===== config.mk =====
export PLATFORM = sky130hd
export DESIGN_NAME = dome_mesh_index_generator_core
export DESIGN_NICKNAME = d
export VERILOG_FILES = /design/src/hw/rtl/dmig_pkg.sv /design/src/hw/rtl/dome_mesh_index_generator_core.sv
export VERILOG_INCLUDE_DIRS = /design/src /design/src/hw/rtl
export SDC_FILE = /design/constraint.sdc
export NUM_CORES = 1
export LEC_CHECK = 0
export ABC_AREA = 1
export BUFFER_PORTS_ARGS = -buffer_cell sky130_fd_sc_hd__buf_2
export CORE_ASPECT_RATIO = 0.6
export CORE_UTILIZATION = 35
export CTS_CLUSTER_DIAMETER = 80
export DETAILED_ROUTE_END_ITERATION = 7
export PLACE_DENSITY = 0.55
export SYNTH_ARGS = -nofsm -noshare
export SYNTH_HDL_FRONTEND = slang
export SYNTH_SLANG_ARGS = --single-unit

===== constraint.sdc =====
create_clock -name clk -period 9.25 [get_ports clk]
set_input_delay 1.3875 -clock clk [delete_from_list [all_inputs] [get_ports clk]]
set_output_delay 1.3875 -clock clk [all_outputs]
set_load 0.02 [all_outputs]

===== src/hw/rtl/dome_mesh_index_generator_core_macros.svh =====
// Assertion helpers included by the generator core RTL.
`ifndef DOME_MESH_INDEX_GENERATOR_CORE_MACROS_SVH
`define DOME_MESH_INDEX_GENERATOR_CORE_MACROS_SVH

// The consequent holds in the same cycle as the antecedent.
`define DMIG_ASSERT_SAME(label, clk, rst_n, ante, cons, msg) \
  label: assert property (@(posedge clk) disable iff (!rst_n) (ante) |-> (cons)) \
    else $error(msg);

// The consequent holds in the cycle after the antecedent.
`define DMIG_ASSERT_NEXT(label, clk, rst_n, ante, cons, msg) \
  label: assert property (@(posedge clk) disable iff (!rst_n) (ante) |=> (cons)) \
    else $error(msg);

`endif


===== src/hw/rtl/dmig_pkg.sv =====
package dmig_pkg;

  localparam int MAX_SUBDIVISION = 8;

  localparam int K_W   = MAX_SUBDIVISION;
  localparam int N_W   = MAX_SUBDIVISION + 1;
  localparam int IDX_W = 18;
  localparam int SUB_W = 4;
  localparam int CFG_INDEX_W = 2;
  localparam int CFG_DATA_W  = 4;

  typedef logic [K_W-1:0]   count_t;
  typedef logic [N_W-1:0]   len_t;
  typedef logic [IDX_W-1:0] idx_t;
  typedef logic [1:0]       phase_t;
  typedef logic [1:0]       quarter_t;

  localparam logic [CFG_INDEX_W-1:0] CFG_SUBDIVISION = 2'd0;
  localparam logic [CFG_INDEX_W-1:0] CFG_SEAM        = 2'd1;
  localparam logic [CFG_INDEX_W-1:0] CFG_LINE_MODE   = 2'd2;

  localparam phase_t PH_A = 2'd0;
  localparam phase_t PH_B = 2'd1;
  localparam phase_t PH_C = 2'd2;
  localparam phase_t PH_D = 2'd3;

  localparam quarter_t QUARTER_LAST = 2'd3;

  localparam logic [SUB_W-1:0] SUB_MIN = 4'd1;
  localparam logic [SUB_W-1:0] SUB_MAX = SUB_W'(MAX_SUBDIVISION);

endpackage


===== src/hw/rtl/dome_mesh_index_generator_core.sv =====
// Dome mesh index generator.
// Each transfer on the input channel (in_valid, in_stall, in_restart) asks for one
// primitive of the index list of a subdivided hemispherical dome; in_restart set
// returns the walk to the first primitive. Each request yields exactly one result
// transfer on the output channel: three vertex indices (the third is zero for
// line pairs) and a flag on the final primitive of the mesh. After the final
// primitive the walk starts over.
// The configuration channel (cfg_valid, cfg_ready, cfg_index, cfg_data) writes
// subdivision, seam vertices and line mode; cfg_ready is always high. The user must
// make writes only while no request is in flight; the block does not enforce it.
// A request passes an input register, a ring offset stage with three small
// multipliers and an index stage whose register drives the outputs. One request
// is taken every cycle while in_stall is low.
// When the receiver stalls, the result holds and the stages behind it fill;
// in_stall rises only when all three stages hold data and out_stall is high.
// Reset selects subdivision 1, no seams, triangle mode, the first primitive,
// and empties the pipeline.
`include "dome_mesh_index_generator_core_macros.svh"

module dome_mesh_index_generator_core (
  input  logic                                  clk,
  input  logic                                  rst_n,
  input  logic                                  in_valid,
  output logic                                  in_stall,
  input  logic                                  in_restart,
  output logic                                  out_valid,
  input  logic                                  out_stall,
  output logic [dmig_pkg::IDX_W-1:0]            out_index_a,
  output logic [dmig_pkg::IDX_W-1:0]            out_index_b,
  output logic [dmig_pkg::IDX_W-1:0]            out_index_c,
  output logic                                  out_last_primitive,
  input  logic                                  cfg_valid,
  output logic                                  cfg_ready,
  input  logic [dmig_pkg::CFG_INDEX_W-1:0]      cfg_index,
  input  logic [dmig_pkg::CFG_DATA_W-1:0]       cfg_data
);

  localparam int FAC_W  = dmig_pkg::N_W + 2;
  localparam int PROD_W = dmig_pkg::IDX_W;

  logic [dmig_pkg::SUB_W-1:0] subdivision_r;
  logic                       seam_r;
  logic                       line_r;

  dmig_pkg::count_t   k_r, k_nxt;
  dmig_pkg::quarter_t q_r, q_nxt;
  dmig_pkg::count_t   s_r, s_nxt;
  dmig_pkg::phase_t   p_r, p_nxt;

  logic               a_v_r;
  dmig_pkg::count_t   a_k_r;
  dmig_pkg::quarter_t a_q_r;
  dmig_pkg::count_t   a_s_r;
  dmig_pkg::phase_t   a_p_r;
  logic               a_last_r;

  logic               b_v_r;
  dmig_pkg::idx_t     b_rk_r, b_rk1_r, b_rk2_r, b_f_r, b_fn_r;
  dmig_pkg::count_t   b_s_r;
  dmig_pkg::phase_t   b_p_r;
  logic               b_last_r;

  logic               o_v_r;
  dmig_pkg::idx_t     o_a_r, o_b_r, o_c_r;
  logic               o_last_r;

  logic en_o, en_b, en_a, in_acc;

  logic [dmig_pkg::SUB_W-1:0] sub_eff;
  dmig_pkg::len_t n_w;

  dmig_pkg::len_t len_c, len_e;
  logic           st_valid, s_end_c, s_end_e, closing, last_e;
  dmig_pkg::count_t   ek, es;
  dmig_pkg::quarter_t eq;
  dmig_pkg::phase_t   ep;
  dmig_pkg::len_t     ek1;

  dmig_pkg::len_t      len_b;
  logic [FAC_W-1:0]    fac_b;
  logic [PROD_W-1:0]   prod_b;
  dmig_pkg::idx_t      rk_b, vck_b, d2_b, qoff_b, qoff1_b;

  dmig_pkg::idx_t sa, sb, sc, sd, ta, tb, tc, td;
  dmig_pkg::idx_t oa_nxt, ob_nxt, oc_nxt;

  assign en_o     = !o_v_r || !out_stall;
  assign en_b     = !b_v_r || en_o;
  assign en_a     = !a_v_r || en_b;
  assign in_stall = !en_a;
  assign in_acc   = in_valid && en_a;
  assign cfg_ready = 1'b1;

  always_comb begin
    if (subdivision_r < dmig_pkg::SUB_MIN) begin
      sub_eff = dmig_pkg::SUB_MIN;
    end else if (subdivision_r > dmig_pkg::SUB_MAX) begin
      sub_eff = dmig_pkg::SUB_MAX;
    end else begin
      sub_eff = subdivision_r;
    end
    n_w = dmig_pkg::N_W'(1) << sub_eff;
  end

  // Counters left stale by a register write act as a restart.
  always_comb begin
    len_c   = n_w - dmig_pkg::N_W'(k_r);
    s_end_c = (dmig_pkg::N_W'(s_r) == len_c - dmig_pkg::N_W'(1));
    if ((dmig_pkg::N_W'(k_r) >= n_w) || (dmig_pkg::N_W'(s_r) >= len_c)) begin
      st_valid = 1'b0;
    end else if (line_r) begin
      if (p_r == dmig_pkg::PH_A) begin
        st_valid = (s_r == '0);
      end else if (s_end_c) begin
        st_valid = (p_r == dmig_pkg::PH_B);
      end else begin
        st_valid = 1'b1;
      end
    end else begin
      if (p_r == dmig_pkg::PH_C || p_r == dmig_pkg::PH_D) begin
        st_valid = 1'b0;
      end else if (s_end_c) begin
        st_valid = (p_r == dmig_pkg::PH_A);
      end else begin
        st_valid = 1'b1;
      end
    end

    if (in_restart || !st_valid) begin
      ek = '0;
      eq = '0;
      es = '0;
      ep = dmig_pkg::PH_A;
    end else begin
      ek = k_r;
      eq = q_r;
      es = s_r;
      ep = p_r;
    end

    len_e   = n_w - dmig_pkg::N_W'(ek);
    s_end_e = (dmig_pkg::N_W'(es) == len_e - dmig_pkg::N_W'(1));
    closing = line_r ? (ep == dmig_pkg::PH_B && s_end_e) : s_end_e;
    last_e  = closing && (dmig_pkg::N_W'(ek) == n_w - dmig_pkg::N_W'(1)) &&
              (eq == dmig_pkg::QUARTER_LAST);
    ek1     = dmig_pkg::N_W'(ek) + dmig_pkg::N_W'(1);

    k_nxt = ek;
    q_nxt = eq;
    s_nxt = es;
    p_nxt = ep;
    if (closing) begin
      s_nxt = '0;
      p_nxt = dmig_pkg::PH_A;
      if (eq == dmig_pkg::QUARTER_LAST) begin
        q_nxt = '0;
        k_nxt = (ek1 >= n_w) ? '0 : dmig_pkg::K_W'(ek1);
      end else begin
        q_nxt = eq + 2'd1;
      end
    end else if (line_r) begin
      if (ep == dmig_pkg::PH_D) begin
        p_nxt = dmig_pkg::PH_B;
        s_nxt = es + dmig_pkg::K_W'(1);
      end else begin
        p_nxt = ep + 2'd1;
      end
    end else begin
      if (ep == dmig_pkg::PH_A) begin
        p_nxt = dmig_pkg::PH_B;
      end else begin
        p_nxt = dmig_pkg::PH_A;
        s_nxt = es + dmig_pkg::K_W'(1);
      end
    end
  end

  // Ring start R(k) = k * (4N + 2 + seam - 2k); R(k+1) = R(k) + 4(N-k) + seam.
  always_comb begin
    len_b   = n_w - dmig_pkg::N_W'(a_k_r);
    fac_b   = (FAC_W'(n_w) << 2) + FAC_W'(2) + FAC_W'(seam_r) - (FAC_W'(a_k_r) << 1);
    prod_b  = PROD_W'(a_k_r) * PROD_W'(fac_b);
    rk_b    = dmig_pkg::IDX_W'(prod_b);
    vck_b   = (dmig_pkg::IDX_W'(len_b) << 2) + dmig_pkg::IDX_W'(seam_r);
    d2_b    = (dmig_pkg::IDX_W'(len_b) << 3) - dmig_pkg::IDX_W'(4) +
              (dmig_pkg::IDX_W'(seam_r) << 1);
    qoff_b  = dmig_pkg::IDX_W'(a_q_r) * dmig_pkg::IDX_W'(len_b);
    qoff1_b = dmig_pkg::IDX_W'(a_q_r) * (dmig_pkg::IDX_W'(len_b) - dmig_pkg::IDX_W'(1));
  end

  always_comb begin
    sa = b_f_r + dmig_pkg::IDX_W'(b_s_r);
    sb = b_f_r + dmig_pkg::IDX_W'(b_s_r) + dmig_pkg::IDX_W'(1);
    sc = b_fn_r + dmig_pkg::IDX_W'(b_s_r);
    sd = b_fn_r + dmig_pkg::IDX_W'(b_s_r) + dmig_pkg::IDX_W'(1);
    ta = (!seam_r && sa == b_rk1_r) ? b_rk_r  : sa;
    tb = (!seam_r && sb == b_rk1_r) ? b_rk_r  : sb;
    tc = (!seam_r && sc == b_rk2_r) ? b_rk1_r : sc;
    td = (!seam_r && sd == b_rk2_r) ? b_rk1_r : sd;

    oc_nxt = '0;
    if (line_r) begin
      case (b_p_r)
        dmig_pkg::PH_A: begin
          oa_nxt = ta;
          ob_nxt = tc;
        end
        dmig_pkg::PH_B: begin
          oa_nxt = ta;
          ob_nxt = tb;
        end
        dmig_pkg::PH_C: begin
          oa_nxt = tb;
          ob_nxt = tc;
        end
        default: begin
          oa_nxt = tb;
          ob_nxt = td;
        end
      endcase
    end else begin
      case (b_p_r)
        dmig_pkg::PH_A: begin
          oa_nxt = ta;
          ob_nxt = tc;
          oc_nxt = tb;
        end
        default: begin
          oa_nxt = tb;
          ob_nxt = tc;
          oc_nxt = td;
        end
      endcase
    end
  end

  always_ff @(posedge clk) begin
    if (!rst_n) begin
      subdivision_r <= dmig_pkg::SUB_MIN;
      seam_r        <= 1'b0;
      line_r        <= 1'b0;
      k_r           <= '0;
      q_r           <= '0;
      s_r           <= '0;
      p_r           <= dmig_pkg::PH_A;
      a_v_r         <= 1'b0;
      b_v_r         <= 1'b0;
      o_v_r         <= 1'b0;
    end else begin
      if (cfg_valid && cfg_ready) begin
        case (cfg_index)
          dmig_pkg::CFG_SUBDIVISION: subdivision_r <= cfg_data;
          dmig_pkg::CFG_SEAM:        seam_r        <= cfg_data[0];
          dmig_pkg::CFG_LINE_MODE:   line_r        <= cfg_data[0];
          default: ;
        endcase
      end
      if (in_acc) begin
        k_r <= k_nxt;
        q_r <= q_nxt;
        s_r <= s_nxt;
        p_r <= p_nxt;
      end
      if (en_a) begin
        a_v_r <= in_valid;
      end
      if (en_b) begin
        b_v_r <= a_v_r;
      end
      if (en_o) begin
        o_v_r <= b_v_r;
      end
    end
  end

  always_ff @(posedge clk) begin
    if (in_acc) begin
      a_k_r    <= ek;
      a_q_r    <= eq;
      a_s_r    <= es;
      a_p_r    <= ep;
      a_last_r <= last_e;
    end
    if (en_b && a_v_r) begin
      b_rk_r   <= rk_b;
      b_rk1_r  <= rk_b + vck_b;
      b_rk2_r  <= rk_b + d2_b;
      b_f_r    <= rk_b + qoff_b;
      b_fn_r   <= rk_b + (vck_b + qoff1_b);
      b_s_r    <= a_s_r;
      b_p_r    <= a_p_r;
      b_last_r <= a_last_r;
    end
    if (en_o && b_v_r) begin
      o_a_r    <= oa_nxt;
      o_b_r    <= ob_nxt;
      o_c_r    <= oc_nxt;
      o_last_r <= b_last_r;
    end
  end

  assign out_valid          = o_v_r;
  assign out_index_a        = o_a_r;
  assign out_index_b        = o_b_r;
  assign out_index_c        = o_c_r;
  assign out_last_primitive = o_last_r;

  `DMIG_ASSERT_NEXT(a_accept_fills_stage, clk, rst_n, rst_n && in_acc, a_v_r,
    "accepted request did not reach the input stage")
  `DMIG_ASSERT_NEXT(a_restart_first, clk, rst_n, rst_n && in_acc && in_restart,
    a_k_r == '0 && a_q_r == '0 && a_s_r == '0 && a_p_r == dmig_pkg::PH_A,
    "restart did not select the first primitive")
  `DMIG_ASSERT_NEXT(a_stage_holds, clk, rst_n, rst_n && a_v_r && !en_b, a_v_r,
    "input stage dropped a request while blocked")
  `DMIG_ASSERT_SAME(a_stall_only_full, clk, rst_n, in_stall,
    a_v_r && b_v_r && o_v_r && out_stall,
    "input stalled while the pipeline had room")

endmodule

**Word level (Yosys, flattened, before mapping)**

Cells that the tools add are included.

- Shift-type cells: 1
- Magnitude comparators: 5
- Reduce and logical (&&, ||, !) cells: 33
- Equality and inequality tests: 17
- Multiply operators: 3
- $add $sub $neg: 26
- Mux-type cells: 36

Operators with widths:

| operator | count |
|---|---|
| 2-to-1 mux 18 bit | 9 |
| == test 18 bit | 4 |
| 2-to-1 mux 8 bit | 9 |
| adder 18 x 1 -> 18 bit (second input constant) | 2 |
| adder 18 bit | 2 |
| adder 18 x 8 -> 18 bit | 2 |
| case mux 18 bit (2 select lines) | 1 |
| == test 8 x 9 -> 1 bit | 3 |
| subtractor 9 x 1 -> 9 bit (second input constant) | 3 |
| subtractor 9 x 8 -> 9 bit | 3 |
| adder 18 x 11 -> 18 bit | 1 |
| adder 18 x 12 -> 18 bit | 1 |
| greater-or-equal comparator 8 x 9 -> 1 bit | 2 |
| multiplier 8 x 11 -> 18 bit | 1 |
| adder 13 x 13 -> 14 bit | 1 |
| adder 13 x 3 -> 14 bit | 1 |
| 2-to-1 mux 2 bit | 7 |
| multiplier 3 x 10 -> 13 bit | 1 |
| subtractor 12 x 3 -> 13 bit (second input constant) | 1 |
| adder 11 x 1 -> 12 bit | 1 |
| == test 2 bit (second input constant) | 6 |
| adder 11 x 1 -> 11 bit | 1 |
| adder 11 x 2 -> 11 bit (second input constant) | 1 |
| multiplier 2 x 9 -> 11 bit | 1 |
| other kinds (19) | 57 |

- Flip-flop bits (word level): 206
- Output and inout port bits: 58
- Word-level logic and storage cells: 148

**Depth between registers and ports, before layout**

Gate-level depths: netlist (run 1).

- Word-level depth: 21
- Gate-level depth with buffers: 47
- Depth with buffers taken out: 45

**Worst setup path after synthesis (run 1)**

Ideal clock, no wire load.

- Kind: reg2reg
- From: register subdivision_r[3] in the netlist's numbering
- To: register b_fn_r[17], data pin
- Cell stages (with the launch flop): 44
- Slack: 1.327 ns
- Setup time: 0.254 ns
- Arrival time: 7.670 ns
- Period minus slack after synthesis: 7.923 ns
- Path buffers: 1
- Data required time: 8.996 ns
- Path through: dfxtp_1 > clkbuf_1 > nor2_1 > inv_1 > nor2_1 > ha_1 > o21ai_1 > nand2_1 > nand2_1 > nand2_1 > a21o_1 > nand2_1 > inv_1 > o21ai_1 > nand2_1 > or2_2 > nand2_1 > nor2_1 > [8 not listed] > nor3_1 > a21oi_1 > or2_2 > nand2_1 > a21oi_1 > or2_2 > o21ai_0 > nand2_1 > inv_1 > nor2_1 > ha_1 > inv_1 > nor3_1 > nand2_1 > o311ai_0 > xor2_1 > xor2_1 > inv_1

- Word-level cells in the longest chain between the ends: 9

Ends and longest elaborated chain:

| element | line | source |
|---|---|---|
| start, declared | dome_mesh_index_generator_core.sv:41 | `logic [dmig_pkg::SUB_W-1:0] subdivision_r;` |
| start signal, assigned | dome_mesh_index_generator_core.sv:239 | `subdivision_r <= dmig_pkg::SUB_MIN;` |
| start signal, assigned | dome_mesh_index_generator_core.sv:252 | `dmig_pkg::CFG_SUBDIVISION: subdivision_r <= cfg_data;` |
| > comparator 4 bit | dome_mesh_index_generator_core.sv:97 | `end else if (subdivision_r > dmig_pkg::SUB_MAX) begin` |
| 2-to-1 mux 4 bit | dome_mesh_index_generator_core.sv:97 |  |
| 2-to-1 mux 4 bit * | dome_mesh_index_generator_core.sv:95 | `if (subdivision_r < dmig_pkg::SUB_MIN) begin` |
| << shifter 1 x 4 -> 9 bit * | dome_mesh_index_generator_core.sv:102 | `n_w = dmig_pkg::N_W'(1) << sub_eff;` |
| adder 11 x 2 -> 11 bit * | dome_mesh_index_generator_core.sv:181 | `fac_b = (FAC_W'(n_w) << 2) + FAC_W'(2) + FAC_W'(seam_r) - (FAC_W'(a_k_r) << 1);` |
| adder 11 x 1 -> 11 bit * | dome_mesh_index_generator_core.sv:181 |  |
| subtractor 11 x 9 -> 11 bit * | dome_mesh_index_generator_core.sv:181 |  |
| multiplier 8 x 11 -> 18 bit * | dome_mesh_index_generator_core.sv:182 | `prod_b = PROD_W'(a_k_r) * PROD_W'(fac_b);` |
| named net prod_b[15] | dome_mesh_index_generator_core.sv:81 | `logic [PROD_W-1:0] prod_b;` |
| adder 18 bit * | dome_mesh_index_generator_core.sv:289 | `b_fn_r <= rk_b + (vck_b + qoff1_b);` |
| end signal, assigned | dome_mesh_index_generator_core.sv:289 |  |
| end, declared | dome_mesh_index_generator_core.sv:58 | `dmig_pkg::idx_t b_rk_r, b_rk1_r, b_rk2_r, b_f_r, b_fn_r;` |

Mark *: on every way through the listed nets, which the timed path passes. The rest lies on a longest branch.
A chain may end at the register's enable or synchronous reset.

**Final worst setup path (run 1)**

Ends and elaborated chain as after synthesis.

==> impl_metrics.yaml, run 1 <==
cts:
  clockBufferDepth: 3
  cts_hold_buf: 0
  clk_latency_ps: 590
  numClockSinks: 205
  cts.clk_slew.worst_paths_ps: 70
  cts_tree: "done"
  cts-root-buf: "clkbuf_16"
  cts-htree-levels: 1
  cts_buffers: 24
flow_run:
  cap_violations: 0
placed_design:
  hpwl_um: 52100
  gp_congestion: 0.912
  port-buffer-count: 68
  pre_cts_slack_ps: 771
timing:
  worst_slack_ps: 796
  max-slew-margin-rel: 0.288
  final-hold-violation-count: 0
  fmax_mhz: 118
  finalClockSkew_ps: 45.6
  finalSetupTns_ps: 0
  finalSetupViolations: 0
  worst_slew_pin_slew_ps: 1070
  rsz0062_at_grt: "no"
  period_minus_slack_ps: 8450
  finalCritPeriodShare: 0.914
  finalMaxSlewViolations: 0
synthesis:
  synth_compound_area_frac: 0.0960
  ys_seq_area_frac: 0.285
  synth-async-reset-ratio: 0
  synth_commonest_cells: "629 x nand2_1, 474 x inv_1, 229 x nor2_1, 187 x ha_1, 176 x edfxtp_1"
  synthCells: 2710
  synth_area_um2: 20600
  synth.area.top_cells: "edfxtp_1 26%, nand2_1 11%, ha_1 11%"
  synth_flop_cell: "edfxtp_1"
  yosys.cell_count.top_type: "nand2_1"
  synth_top_cell_area_share: 0.257
  synthMuxAreaShare: 0.000486
  postSynthAreaPerCell_um2: 7.60
  synth-seq-cells: 205
  yosys_warnings: 0
  synthDistinctLibCells: 61
  synth_edf_count: 176
  synth_xor_xnor_area_share: 0.0875
  synth_top_family_by_area: "simple AND/OR/NAND/NOR gates"
  yosys.area.top_type: "edfxtp_1"
  synthAdderAreaFrac: 0.189
  synthSimpleGateAreaFrac: 0.242
worst_setup_path:
  crit_required_ps: 9560
  slowest_stage: "fa_1"
  r2r-end: "b_fn_r[17]"
  critPathKind: "reg2reg"
  ff2ff_setup_slack_ps: 800
  worstReg2RegStart: "subdivision_r[3]"
  path_common_cell: "nand2_1"
  cp_slowest_stage_delay_ps: 550
  worstPathArrival_ps: 8760
  setup.worst_path.end_class: "flip-flop"
  ff2ff_path_depth: 44
  startpoint_type: "flip-flop"
  cp_max_fo: 10
die:
  fp-row-count: 68
  die_x_um: 315
  initial_core_util: 0.356
  die_area_um2: 59800
  ios: 70
  fp.dieH_um: 190
  core_area_um2: 57800
grt:
  grt_pass1_wl_um: 99200
  grt_max_degree: 66
  first_global_vias: 17100
  grt.total_usage: 0.215
  antenna_found_initial: 0
  grt.overflow.total: 0
pwr:
  powerDensity_nw_per_um2: 389
  vdd_drop_max_mv: 0.258
  p_leak_nw: 11.1
cells_and_area:
  nFillCells: 5897
  seqCellArea_um2: 5870
  antennaDiodeCount: 0
  syn_to_final_growth_pct: 10.7
  multiInputGateArea_um2: 12700
  nets: 3070
  layout-drive-gt1-share: 0.0779
routing:
  routedWlPerCell_um: 17.8
  drc_errors: 5
  viasPerCell: 5.08
  dr.pass1.iters: 7
  wl_um: 63800
  route.vias.total: 18200
  drt_iter0_markers: 1730
  ant_nets: 0
min_path:
  hold_end: "b_s_r[6]"
  holdPathStages: 0
  hp-class: "reg2reg"
  hold_start: "a_s_r[6]"
outcome:
  status: "finished, violations left"
  failed_checks: "design-rule violations"
-- report_power, final --
part	switching, mW	leakage (nW)	internal, mW
Clock	0.439	0.408	0.620
Sequential	0.189	1.90	1.60
Combinational	4.02	8.80	1.98
Total	4.65	11.1	4.20
-- cells by family (layout without fill, tap and decap cells) --
| logic type | count (synthesis) | in the layout |
|---|---|---|
| adders and majority gates | 264 | 264 |
| buffers and inverters | 539 | 634 |
| DFF | 205 | 205 |
| muxes | 1 | 1 |
| AOI/OAI and AO/OA | 349 | 349 |
| xor gates and xnor gates | 195 | 195 |
| other | 2 | 9 |
| and+or+nand+nor | 1155 | 1155 |
-- layer usage --
| layer | up-vias | global-route usage | part of all wire |
|---|---|---|---|
| li1 | 8899 | - | - |
| met1 | 8654 | 0.360 | 0.54 |
| met2 | 588 | 0.276 | 0.36 |
| met3 | 51 | 0.0456 | 0.086 |
| met4 | 0 | 0.0267 | 0.012 |
| met5 | - | 0 | 0 |
-- worst max path at each step --
stage | startpoint | endpoint | slack, ps | depth (start not counted)
6_report | subdivision_r[3] | b_fn_r[17] | 800 | 44
2_1_floorplan | subdivision_r[3] | b_fn_r[17] | 1330 | 43
4_1_cts | a_k_r[1] | b_fn_r[17] | 710 | 40
3_3_place_gp | a_k_r[1] | b_fn_r[17] | 940 | 40
3_5_place_dp | a_k_r[1] | b_fn_r[17] | 770 | 40
5_1_grt | subdivision_r[3] | b_fn_r[17] | 50 | 43
-- registers in the layout, summed over array words and instances (netlist names), 2 cells and up --
name,count
a_s_r,8
b_s_r,8
b_rk2_r,17
subdivision_r,4
b_rk1_r,18
b_f_r,18
b_rk_r,18
k_r,8
b_p_r,2
q_r,2
a_q_r,2
a_k_r,8
b_fn_r,18
out_index_c,18
out_index_a,18
out_index_b,18
s_r,8
p_r,2
a_p_r,2
-- repair_timing --
action                                  in CTS  in global routing
endpoints found under the setup margin       0                  1
gates resized for setup                      0                  0
buffers inserted                             0                  2
-- critical path, delay by kind of cell, from the launching register on --
| family | cells | cell delay [ps] |
|---|---|---|
| buf+inv | 9 | 780 |
| xor+xnor | 2 | 360 |
| compound gates | 7 | 1230 |
| flops | 1 | 300 |
| simple gates | 19 | 2550 |
| fa+ha+maj | 7 | 2910 |
-- final cells by class --
type,instances,area share
Multi-Input combinational cell,1973,0.557
Sequential cell,205,0.257
Inverter,495,0.0817
Tap cell,770,0.0423
Clock buffer,25,0.0265
Timing Repair Buffer,95,0.0238
Clock inverter,19,0.0111
-- metrics by stage --
stage / hold WS, ps / utilization / area [µm²] / power, mW / std cells
2_1_floorplan: 400 / - / 20600 / 5.91 / 2717
3_3_place_gp: 408 / 0.379 / 21900 / 7.60 / 3536
3_5_place_dp: 405 / 0.379 / 21900 / 7.67 / 3536
4_1_cts: 419 / 0.394 / 22800 / 8.77 / 3580
5_1_grt: 425 / 0.394 / 22800 / 9.60 / 3582
6_report: 415 / 0.394 / 22800 / 8.85 / 3582
-- cell usage in the layout, fill, tap and decap left out, drive strengths merged, types with 95 or more instances in the layout --
cell type | Yosys | routed
xor2 | 145 | 145
inv | 486 | 487
edfxtp | 176 | 176
nand3 | 163 | 163
nand2 | 636 | 636
nor2 | 245 | 245
buf | 14 | 95
a21oi | 168 | 168
o21ai | 108 | 108
ha | 187 | 187
Note: power is estimated with default switching activity, not from simulation.
==> run 2: changes to the inputs <==
- PLACE_DENSITY: 0.55 -> not set
==> run 2 against run 1 <==
The run still ends with design-rule violations left. Highest routed layer unchanged. Sequential share of layout area grew 0.14 points. Global-route usage is 1.0 points lower. Register-to-register slack better by 50 ps. Critical endpoint unchanged. Hold slack improved by 0.68 ps. Wire length is 5.8% lower. Critical path type unchanged. First-iteration DRC count down 0.87%. Combinational power fell by 3%. Non-clock buffer count fell by 2.
==> impl_metrics.yaml, run 2 (synthesized netlist as in run 1, its figures left out) <==
worst_setup_path:
  worstReg2RegStart: "a_k_r[2]"
  crit_required_ps: 9550
  path_common_cell: "inv_1"
  cp_slowest_stage_delay_ps: 540
  worstPathArrival_ps: 8700
  r2r-end: "b_fn_r[17]"
  critPathKind: "reg2reg"
  ff2ff_path_depth: 38
  cp_max_fo: 10
  startpoint_type: "flip-flop"
  setup.worst_path.end_class: "flip-flop"
  slowest_stage: "fa_1"
  ff2ff_setup_slack_ps: 850
pwr:
  powerDensity_nw_per_um2: 378
  p_leak_nw: 11.0
  vdd_drop_max_mv: 0.276
timing:
  finalMaxSlewViolations: 0
  worst_slack_ps: 850
  finalSetupTns_ps: 0
  max-slew-margin-rel: 0.220
  fmax_mhz: 119
  finalSetupViolations: 0
  rsz0062_at_grt: "no"
  period_minus_slack_ps: 8400
  finalClockSkew_ps: 21.0
  worst_slew_pin_slew_ps: 1160
  finalCritPeriodShare: 0.908
  final-hold-violation-count: 0
cells_and_area:
  multiInputGateArea_um2: 12700
  final_cell_mix: "629 x nand2_1, 473 x inv_1, 227 x nor2_1"
  layout-drive-gt1-share: 0.0770
  seqCellArea_um2: 5870
  syn_to_final_growth_pct: 10.1
  nFillCells: 5974
  layout_commonest_cell: "nand2_1"
  nets: 3067
  antennaDiodeCount: 0
  layout.cells.non_filler: 3577
routing:
  drc_errors: 3
  drt_iter0_markers: 1715
  viasPerCell: 4.97
  ant_nets: 0
  routedWlPerCell_um: 16.8
  route.vias.total: 17800
  dr.pass1.iters: 8
  wl_um: 60000
min_path:
  holdPathStages: 0
  hold_end: "b_s_r[1]"
  hp-class: "reg2reg"
  hold_start: "a_s_r[1]"
cts:
  cts_buffers: 23
  clockBufferDepth: 3
  clk_latency_ps: 560
  cts-htree-levels: 1
  numClockSinks: 205
  cts-root-buf: "clkbuf_16"
  cts.clk_slew.worst_paths_ps: 70
  cts_tree: "done"
grt:
  grt.overflow.total: 0
  grt_max_degree: 71
  grt_pass1_wl_um: 95400
  grt.total_usage: 0.205
  first_global_vias: 16500
  antenna_found_initial: 0
die:
  die_area_um2: 59800
  fp.dieH_um: 190
  ios: 70
  fp-row-count: 68
  die_x_um: 315
  initial_core_util: 0.356
  core_area_um2: 57800
flow_run:
  cap_violations: 0
placed_design:
  port-buffer-count: 68
  gp_congestion: 0.945
  hpwl_um: 48900
  dp_cells: 3535
  pre_cts_slack_ps: 625
outcome:
  status: "finished, violations left"
  failed_checks: "design-rule violations"
-- run 2: critical path, delay by kind of cell, from the launching register on --
kind	cells	cell delay [ps]
AO/OA/AOI/OAI	8	1520
XOR/XNOR	4	1020
AND/OR/NAND/NOR	10	1150
adder cells (fa/ha/maj)	7	2990
buffers and inverters	9	990
flip-flops	1	450
-- run 2: what timing repair did --
action,4_1_cts,5_1_grt
gates resized for setup,0,1
endpoints found under the setup margin,0,1
buffers inserted,0,1
hold buffers,0,0
-- run 2: per-stage QoR --
step	power [mW]	hold slack (ps)	util	instance area, µm²
2_1_floorplan	5.91	400	-	20600
3_3_place_gp	7.46	403	0.379	21900
3_5_place_dp	7.47	405	0.379	21900
4_1_cts	8.47	419	0.392	22600
5_1_grt	9.33	422	0.392	22700
6_report	8.55	416	0.392	22700
-- run 2: per-layer routing --
metal  track usage  up-vias  part of all wire
met3        0.0533       47              0.10
met5             0        -                 0
met1         0.342     8233              0.54
li1              -     8887                 -
met2         0.255      623              0.35
met4        0.0288        0             0.012
-- run 2: how the worst max path moves through the flow --
| stage | cells after the start | endpoint | start | slack [ps] |
|---|---|---|---|---|
| after floorplan | 43 | b_fn_r[17] | subdivision_r[3] | 1330 |
| after global placement | 38 | b_fn_r[17] | a_k_r[1] | 920 |
| after detailed placement | 38 | b_fn_r[17] | a_k_r[1] | 630 |
| after CTS | 38 | b_fn_r[17] | a_k_r[1] | 590 |
| after global routing | 38 | b_fn_r[17] | a_k_r[2] | 90 |
| final | 38 | b_fn_r[17] | a_k_r[2] | 850 |
-- run 2: cell type report --
class	count	share of cell area
inverters	495	0.0821
multi-input cells	1973	0.560
clock inverters	12	0.00536
well taps	770	0.0425
flip-flops and latches	205	0.259
repair buffers	93	0.0233
clock buffers	29	0.0273
-- run 2: power by group --
part	internal, mW	total (mW)	switching [mW]	leakage, nW
logic	1.97	5.83	3.86	8.79
registers	1.60	1.78	0.182	1.90
clock network	0.530	0.946	0.415	0.360
